==> src/rtl/assert_macros.svh <==
// assertion macros shared by the rtl
// no dependencies; define ASSERT_OFF to compile them out
`ifndef ASSERT_MACROS_SVH
`define ASSERT_MACROS_SVH

`ifndef ASSERT_OFF

`define ASSERT_ALWAYS(lbl, clk, rst_n, cond) \
  lbl: assert property (@(posedge clk) disable iff (!rst_n) (cond)) \
    else $error("assertion failed");

`define ASSERT_IMPL(lbl, clk, rst_n, ante, cons) \
  lbl: assert property (@(posedge clk) disable iff (!rst_n) (ante) |-> (cons)) \
    else $error("assertion failed");

`define ASSERT_NEXT(lbl, clk, rst_n, ante, cons) \
  lbl: assert property (@(posedge clk) disable iff (!rst_n) (ante) |=> (cons)) \
    else $error("assertion failed");

`else

`define ASSERT_ALWAYS(lbl, clk, rst_n, cond)
`define ASSERT_IMPL(lbl, clk, rst_n, ante, cons)
`define ASSERT_NEXT(lbl, clk, rst_n, ante, cons)

`endif

`endif

==> src/rtl/stb_pkg.sv <==
// shared types and constants of the soft timer bank
// no dependencies
package stb_pkg;

  localparam int TIMER_COUNT = 5;
  localparam int TMR_IDX_W   = (TIMER_COUNT > 1) ? $clog2(TIMER_COUNT) : 1;
  localparam int IN_IDX_W    = 3;
  localparam int CNT_W       = 32;
  localparam int MASK_W      = 5;
  localparam int FUNC_W      = 2;
  localparam logic [CNT_W-1:0] TICK_STEP = CNT_W'(2);

  typedef enum logic [FUNC_W-1:0] {
    FN_TICK  = 2'd0,
    FN_START = 2'd1,
    FN_STOP  = 2'd2,
    FN_READ  = 2'd3
  } stb_func_t;

  typedef struct packed {
    logic [CNT_W-1:0] count;
    logic             hit;
  } stb_dec_t;

endpackage

==> src/rtl/stb_dec_unit.sv <==
// shared saturating down-count unit, one timer per cycle
// depends on stb_pkg
module stb_dec_unit (
  input  logic [stb_pkg::CNT_W-1:0] cnt_in,
  input  logic                      enabled,
  output stb_pkg::stb_dec_t         dec
);

  always_comb begin
    dec.count = cnt_in;
    dec.hit   = 1'b0;
    if (enabled) begin
      if (cnt_in >= stb_pkg::TICK_STEP) begin
        dec.count = cnt_in - stb_pkg::TICK_STEP;
        dec.hit   = (cnt_in == stb_pkg::TICK_STEP);
      end else if (cnt_in != '0) begin
        dec.count = '0;
        dec.hit   = 1'b1;
      end
    end
  end

endmodule

==> src/rtl/soft_timer_bank_top.sv <==
// soft timer bank top level: sequencer, timer state and result register
// depends on stb_pkg, stb_dec_unit and assert_macros.svh
//
// usage:
//   input channel in_valid/in_ready carries one operation per transaction:
//   tick, start, stop or read, with a timer index and a load count.
//   output channel out_valid/out_ready returns one result per operation.
//   cfg_wr_en/cfg_wr_data writes the notify mask; user must do so while idle (not enforced).
// timing:
//   start, stop and read pass from acceptance through S_DONE to the output
//   register (out_valid). tick walks the timers through one shared decrement
//   unit, one timer per cycle in S_TICK, then goes through S_DONE likewise.
//   in_ready is high only while the sequencer is idle; the next transaction
//   is taken the cycle after the previous result moves to the output register.
// reset:
//   rst_n low clears all counts, enables, the notify mask and out_valid.
// stall:
//   a held result stays in the output register; a finished result waits in
//   the sequencer until the output register frees, and in_ready stays low.
`include "assert_macros.svh"

module soft_timer_bank_top (
  input  logic                         clk,
  input  logic                         rst_n,
  input  logic                         cfg_wr_en,
  input  logic [stb_pkg::MASK_W-1:0]   cfg_wr_data,
  input  logic                         in_valid,
  output logic                         in_ready,
  input  logic [stb_pkg::FUNC_W-1:0]   in_func,
  input  logic [stb_pkg::IN_IDX_W-1:0] in_timer_index,
  input  logic [stb_pkg::CNT_W-1:0]    in_load_count,
  output logic                         out_valid,
  input  logic                         out_ready,
  output logic [stb_pkg::MASK_W-1:0]   out_expired_mask,
  output logic [stb_pkg::CNT_W-1:0]    out_count_value,
  output logic                         out_run_out
);

  typedef enum logic [1:0] {
    S_IDLE,
    S_TICK,
    S_DONE
  } state_t;

  state_t                          state_r, state_nxt;
  logic [stb_pkg::TMR_IDX_W-1:0]   idx_r, idx_nxt;
  logic [stb_pkg::CNT_W-1:0]       count_r [stb_pkg::TIMER_COUNT];
  logic [stb_pkg::TIMER_COUNT-1:0] en_r;
  logic [stb_pkg::MASK_W-1:0]      notify_r;
  logic [stb_pkg::MASK_W-1:0]      res_mask_r, res_mask_nxt;
  logic [stb_pkg::CNT_W-1:0]       res_count_r, res_count_nxt;
  logic                            res_ro_r, res_ro_nxt;
  logic                            out_valid_r, out_valid_nxt;
  logic [stb_pkg::MASK_W-1:0]      out_mask_r, out_mask_nxt;
  logic [stb_pkg::CNT_W-1:0]       out_count_r, out_count_nxt;
  logic                            out_ro_r, out_ro_nxt;

  logic [stb_pkg::TMR_IDX_W-1:0]   rd_addr;
  logic [stb_pkg::CNT_W-1:0]       rd_cnt;
  logic                            rd_en;
  logic                            in_rng;
  logic                            in_fire;
  logic                            cnt_we;
  logic [stb_pkg::CNT_W-1:0]       cnt_wdata;
  logic                            en_we;
  logic                            en_wdata;
  logic [stb_pkg::MASK_W-1:0]      notify_sh;
  stb_pkg::stb_dec_t               dec;

  assign in_ready  = (state_r == S_IDLE);
  assign in_fire   = in_valid && in_ready;
  assign in_rng    = (32'(in_timer_index) < stb_pkg::TIMER_COUNT);
  assign rd_addr   = (state_r == S_IDLE) ? stb_pkg::TMR_IDX_W'(in_timer_index) : idx_r;
  assign rd_cnt    = count_r[rd_addr];
  assign rd_en     = en_r[rd_addr];
  assign notify_sh = notify_r >> idx_r;

  stb_dec_unit u_dec (
    .cnt_in  (rd_cnt),
    .enabled (rd_en),
    .dec     (dec)
  );

  always_comb begin
    state_nxt     = state_r;
    idx_nxt       = idx_r;
    res_mask_nxt  = res_mask_r;
    res_count_nxt = res_count_r;
    res_ro_nxt    = res_ro_r;
    out_valid_nxt = out_valid_r;
    out_mask_nxt  = out_mask_r;
    out_count_nxt = out_count_r;
    out_ro_nxt    = out_ro_r;
    cnt_we        = 1'b0;
    cnt_wdata     = dec.count;
    en_we         = 1'b0;
    en_wdata      = 1'b0;

    if (out_valid_r && out_ready) begin
      out_valid_nxt = 1'b0;
    end

    case (state_r)
      S_IDLE: begin
        if (in_fire) begin
          res_mask_nxt  = '0;
          res_count_nxt = '0;
          res_ro_nxt    = 1'b0;
          state_nxt     = S_DONE;
          case (stb_pkg::stb_func_t'(in_func))
            stb_pkg::FN_TICK: begin
              idx_nxt   = '0;
              state_nxt = S_TICK;
            end
            stb_pkg::FN_START: begin
              if (in_rng) begin
                cnt_we    = (in_load_count != '0);
                cnt_wdata = in_load_count;
                en_we     = 1'b1;
                en_wdata  = 1'b1;
              end
            end
            stb_pkg::FN_STOP: begin
              if (in_rng) begin
                en_we    = 1'b1;
                en_wdata = 1'b0;
              end
            end
            stb_pkg::FN_READ: begin
              if (in_rng) begin
                res_count_nxt = rd_cnt;
                res_ro_nxt    = (rd_cnt == '0);
              end
            end
            default: begin
              state_nxt = S_DONE;
            end
          endcase
        end
      end
      S_TICK: begin
        cnt_we    = 1'b1;
        cnt_wdata = dec.count;
        if (dec.hit && notify_sh[0]) begin
          res_mask_nxt = res_mask_r | (stb_pkg::MASK_W'(1) << idx_r);
        end
        if (idx_r == stb_pkg::TMR_IDX_W'(stb_pkg::TIMER_COUNT - 1)) begin
          state_nxt = S_DONE;
        end else begin
          idx_nxt = idx_r + 1'b1;
        end
      end
      S_DONE: begin
        if (!out_valid_r || out_ready) begin
          out_valid_nxt = 1'b1;
          out_mask_nxt  = res_mask_r;
          out_count_nxt = res_count_r;
          out_ro_nxt    = res_ro_r;
          state_nxt     = S_IDLE;
        end
      end
      default: begin
        state_nxt = S_IDLE;
      end
    endcase
  end

  always_ff @(posedge clk) begin
    if (!rst_n) begin
      state_r     <= S_IDLE;
      idx_r       <= '0;
      out_valid_r <= 1'b0;
      notify_r    <= '0;
      en_r        <= '0;
      for (int i = 0; i < stb_pkg::TIMER_COUNT; i++) begin
        count_r[i] <= '0;
      end
    end else begin
      state_r     <= state_nxt;
      idx_r       <= idx_nxt;
      out_valid_r <= out_valid_nxt;
      if (cfg_wr_en) begin
        notify_r <= cfg_wr_data;
      end
      if (cnt_we) begin
        count_r[rd_addr] <= cnt_wdata;
      end
      if (en_we) begin
        en_r[rd_addr] <= en_wdata;
      end
    end
    res_mask_r  <= res_mask_nxt;
    res_count_r <= res_count_nxt;
    res_ro_r    <= res_ro_nxt;
    out_mask_r  <= out_mask_nxt;
    out_count_r <= out_count_nxt;
    out_ro_r    <= out_ro_nxt;
  end

  assign out_valid        = out_valid_r;
  assign out_expired_mask = out_mask_r;
  assign out_count_value  = out_count_r;
  assign out_run_out      = out_ro_r;

  `ASSERT_NEXT(a_accept_leaves_idle, clk, rst_n, in_fire, !in_ready)
  `ASSERT_IMPL(a_tick_blocks_input, clk, rst_n, state_r == S_TICK, !in_ready)
  `ASSERT_IMPL(a_run_out_zero, clk, rst_n, out_valid_r && out_ro_r, out_count_r == '0)
  `ASSERT_IMPL(a_mask_only_tick, clk, rst_n, out_valid_r && (out_mask_r != '0),
               (out_count_r == '0) && !out_ro_r)

endmodule
==> config.mk <==
export PLATFORM = sky130hd
export DESIGN_NAME = soft_timer_bank_top
export DESIGN_NICKNAME = d
export VERILOG_FILES = /design/src/rtl/stb_pkg.sv /design/src/rtl/stb_dec_unit.sv /design/src/rtl/soft_timer_bank_top.sv
export VERILOG_INCLUDE_DIRS = /design/src /design/src/rtl
export SDC_FILE = /design/constraint.sdc
export NUM_CORES = 1
export LEC_CHECK = 0
export BUFFER_PORTS_ARGS = -buffer_cell sky130_fd_sc_hd__clkbuf_2
export CORE_UTILIZATION = 61
export DETAILED_ROUTE_END_ITERATION = 10
export PLACE_DENSITY_LB_ADDON = 0.08
export SYNTH_ARGS = -nofsm -noshare
export SYNTH_HDL_FRONTEND = slang
export SYNTH_HIERARCHICAL = 1
export SYNTH_SLANG_ARGS = --single-unit
==> constraint.sdc <==
create_clock -name clk -period 6.3 [get_ports clk]
set_clock_uncertainty 0.1 [all_clocks]
set_input_delay 0.63 -clock clk [delete_from_list [all_inputs] [get_ports clk]]
set_output_delay 0.63 -clock clk [all_outputs]
set_load 0.02 [all_outputs]
### After elaboration in Yosys (flattened, before gate mapping)

Memory sizes are Yosys's and may differ from the RTL's.
Cells that the tools add are included.

* bits in registers: 92
* memory bits (writable): 160
* input bits: 47
* logic and storage cells: 100
* memories: 1

Memories
* count_r: words 5, width 32, rd ports 1, clocked after memory_dff 0, write ports 5, RTL line soft_timer_bank_top.sv:47 `logic [stb_pkg::CNT_W-1:0] count_r [stb_pkg::TIMER_COUNT];`

* $add $sub $neg: 2
* magnitude comparators: 4
* eq/ne operators: 13
* shifts and indexed selects: 2
* multiplexer cells: 46
* bitwise logic cells: 1
* reduce and logical (&&, ||, !) cells: 20

Operators by type and width (number)
* 32-bit two-way mux: 5
* 33-bit two-way mux: 3
* 32-bit nonzero test: 2
* 32-bit by 2-bit equality test with 1-bit output (second input constant): 1
* 32-bit by 2-bit >= comparator with 1-bit output (second input constant): 1
* 32-bit zero test: 1
* 32-bit OR reduction: 1
* 32-bit by 2-bit subtractor with 32-bit output (second input constant): 1
* 1-bit two-way mux: 20
* 3-bit two-way mux: 5
* 5-bit two-way mux: 2
* 5-bit one-hot mux with 2 select lines: 1
* 2-bit two-way mux: 4
* 2-bit != test (second input constant): 4
* 2-bit equality test (second input constant): 3
* 2-bit one-hot mux with 3 select lines: 1
* 3-bit one-hot mux with 2 select lines: 1
* 2-bit AND reduction: 3
* 3-bit AND reduction: 2
* 5-bit bitwise mux: 1
* 5-bit OR: 1
* 1-bit by 3-bit left shift with 5-bit output (first input constant): 1
* 5-bit by 3-bit >> shifter with 1-bit output: 1
* 2-bit by 1-bit equality test with 1-bit output (second input constant): 2
* 16 further kinds: 21

### Depth between registers and ports, before layout

An unclocked memory read counts as a cell.

* word-level depth: 12
* depth in mapped cells: 19
* gate-level depth less buffers: 15

### Hierarchy

Netlist, hierarchy kept.

By module, submodules not included
* soft_timer_bank_top: instances 1, cells each 1113, area each 14461.4 um2, seq. area each 10289.9 um2
* stb_dec_unit: instances 1, cells each 162, area each 1104.8 um2, seq. area each 0.0 um2

### Worst setup path before layout

Ideal clock, no wire load.

* kind: register -> register
* start point: register state_r[0]
* end point: memory count_r[2][0] (netlist name) (enable)
* library setup time: 0.389 ns
* arrival time: 4.075 ns
* data required time: 5.811 ns
* path slack: 1.735 ns
* stages on the path, launching flop included: 12
* period minus slack after synthesis: 4.565 ns
* cells stage by stage: dfxtp_1 > or2_1 > buf_6 > inv_6 > and2_0 > nand2_1 > nor2_1 > nor2_1 > nor3b_2 > nand2_1 > clkbuf_1 > nand2_1

RTL lines
* start: declaration: RTL line soft_timer_bank_top.sv:45 `state_t state_r, state_nxt;`
* start signal: assignment: RTL line soft_timer_bank_top.sv:179 `state_r <= state_nxt;`
* end: declaration: RTL line soft_timer_bank_top.sv:47

==> run metrics <==
CTS tree=yes; largest net degree at the start of global routing=46; Cell Area, Synth=0.0156 mm²; vias=approximately 11000; effective utilization at floorplan=around 62%; Slew headroom=16.3%; Root Driver=clkbuf_16; period utilization=92.2%; YS warnings=6; Final Setup Violations=0; nets=between 1000 and 1500; DRC=0; Num CTS Buffers=36; I/O Buffers=86; outcome=complete, no violations; Core Rows=58; hpwl dp=roughly 28 mm; Post-CTS Repair Setup Buffers=0; die area=~0.026 mm²; die width=roughly 160 µm; Slew Viols, Final=0; grt ovf=0; first-pass GRT wire length=65.5 mm; most common cell in the netlist=edfxtp_1; R2R Setup Slk=490 ps; WP data required=between 6000 and 7000 ps; Worst Path Arrival=5940 ps; Fin. Hold Viols=0; crit path capture type=register; max cap viols=0; top cells by area, synth=edfxtp_1 64%, nor2_1 5.3%, mux2i_1 3.5%; clock transition at the registers of the reported paths=around 70 ps; Core ar.=0.0251 mm²; Clk Latency, worst-skew pair=around 530 ps; ys async rst share=0%; initial drt markers=between 1000 and 1500; antenna viol nets, final=0; CP startpoint kind=register; Tmin final=approximately 5800 ps; unrepaired setup endpoints after global routing=false; TritonRoute pass-1 iters=6; share of Yosys cell area claimed by the top area cell type=between 60 and 70%; gp weighted congestion=roughly 1; P_leak=slightly below 0.007 µW; Post-synth EDFFs=approximately 330; P&R area growth vs syn=14.3%; total track usage=about 34%; post-route cell area=0.0178 mm²; ys flop type=edfxtp_1; cells after synthesis=about 1300; Peak VDD IR=290 µV; Ports=87; #FFs+latches synth=between 300 and 400; initial antenna violation count=0; worst-path fanout max=between 40 and 50; Pwr Density=slightly above 300 mW/mm²; setup TNS=0 ps; H-tree lvl count=2; Die H=roughly 160 µm; synth cell count leaders=332 x edfxtp_1, 219 x nor2_1, 121 x nand2_1; kind of critical path=reg -> reg; Synth Net Count=around 1300; WL final=about 44 mm; Routed WL per cell=25.0 µm; register area share after synthesis=between 60% and 70%; largest area contributor in the netlist=edfxtp_1; Post-CTS Hold Buffers=0; vias per cell=~6.4; placed cell areas=between 0.015 and 0.02 mm²; vias in the first global route=approximately 11000; Post-Syn Area per Cell=12.2 µm²; Synth cell types=82; hold crit path type=in -> reg; # clock sinks=~350; Worst-Margin Slew=approximately 1300 ps; Fmax=172 MHz; share of cells above drive strength 1=between 10% and 20%; CTS resizes=0; Inserted Diodes=0; placed cell count=approximately 1700; CTS max path bufs=3; Post-Layout Cell Count=~1800
-- area by class of cell --
cell class,count,area [µm²]
Clock inverter,17,144
Timing Repair Buffer,149,941
Inverter,79,302
Fill cell,1825,7320
Clock buffer,49,992
Sequential cell,348,10300
Multi-Input combinational cell,780,4700
Tap cell,330,413
-- worst max-delay path, stage by stage (launching register included) --
cell,delay (ps)
dfxtp_1,620
or2_1,440
inv_6,100
a21boi_4,190
buf_4,480
mux2i_1,270
o22ai_1,110
nor3_1,700
inv_1,170
nor4_2,470
nand2b_1,240
o41ai_4,360
buf_4,240
nor3_1,70
a211o_1,230
mux2i_1,540
inv_1,150
-- cells in the final DEF, fill, tap and decap left out, types with 9 or more instances in the layout --
cell | synthesis | final
a22oi_1 | 32 | 32
nor2b_1 | 26 | 25
a22o_1 | 11 | 11
a21oi_1 | 58 | 57
nor3_1 | 18 | 18
a211o_1 | 9 | 9
buf_4 | 1 | 60
clkbuf_2 | 0 | 86
nor2_1 | 219 | 219
clkbuf_1 | 41 | 11
and3_1 | 11 | 11
ha_1 | 9 | 9
nand3_1 | 10 | 10
and2_1 | 10 | 10
a221oi_1 | 18 | 18
dfxtp_1 | 16 | 16
nand2_1 | 121 | 120
o21ai_0 | 11 | 10
edfxtp_1 | 332 | 332
a31oi_1 | 11 | 11
nor4_1 | 22 | 22
mux2i_1 | 54 | 54
nand4_1 | 18 | 18
clkbuf_16 | 0 | 38
inv_1 | 77 | 77
clkinv_1 | 0 | 9
-- cell families (layout without fill, tap and decap cells) --
family	after synthesis	count (layout)	share of synthesized area (%)
multiplexers	57	57	3.76
AND/OR/NAND/NOR	500	500	15.3
adder cells (fa/ha/maj)	9	9	0.723
flip-flops	348	348	66.1
buffers and inverters	147	294	4.04
AO/OA/AOI/OAI	213	213	10.0
XOR/XNOR	1	1	0.0563
-- metrics by stage --
step	util, %	total power, µW	worst slack [ps]	hold WS, ps
6_report	70.8	5400	491	263
4_1_cts	70.8	5400	607	253
3_3_place_gp	66.3	3360	725	301
3_5_place_dp	66.3	3370	660	305
5_1_grt	70.8	5540	171	284
2_1_floorplan	-	3100	1740	300
-- flip-flops by register name, summed over array words and instances, names as in the netlist --
signal            flops
count_r             256
en_r                  5
idx_r                 3
notify_r              5
out_count_value      32
out_expired_mask      5
out_run_out           1
out_valid             1
res_count_r          32
res_mask_r            5
res_ro_r              1
state_r               2
-- report_power, final --
part           internal (µW)  switching (µW)  leakage [µW]
registers               2640            24.9       0.00339
clock network           1190             866      0.000543
logic                    197             481       0.00293
-- final timing paths --
kind                                startpoint  cells after the start                 end
worst max-delay path                state_r[0]                     16      count_r[5][19]
worst min-delay path            cfg_wr_data[0]                      3         notify_r[0]
worst max register to register      state_r[0]                     16      count_r[5][19]
worst min register to register  res_count_r[0]                      0  out_count_value[0]
-- layer usage --
| metal | GRT usage (%) | up-vias | part of all wire, % |
|---|---|---|---|
| li1 | - | 4953 | - |
| met1 | 43.9 | 5419 | 37 |
| met2 | 57.6 | 687 | 49 |
| met3 | 4.47 | 156 | 9.7 |
| met4 | 17.4 | 0 | 4.7 |
| met5 | 0 | - | 0 |
Power figures use the tool's default switching activity.
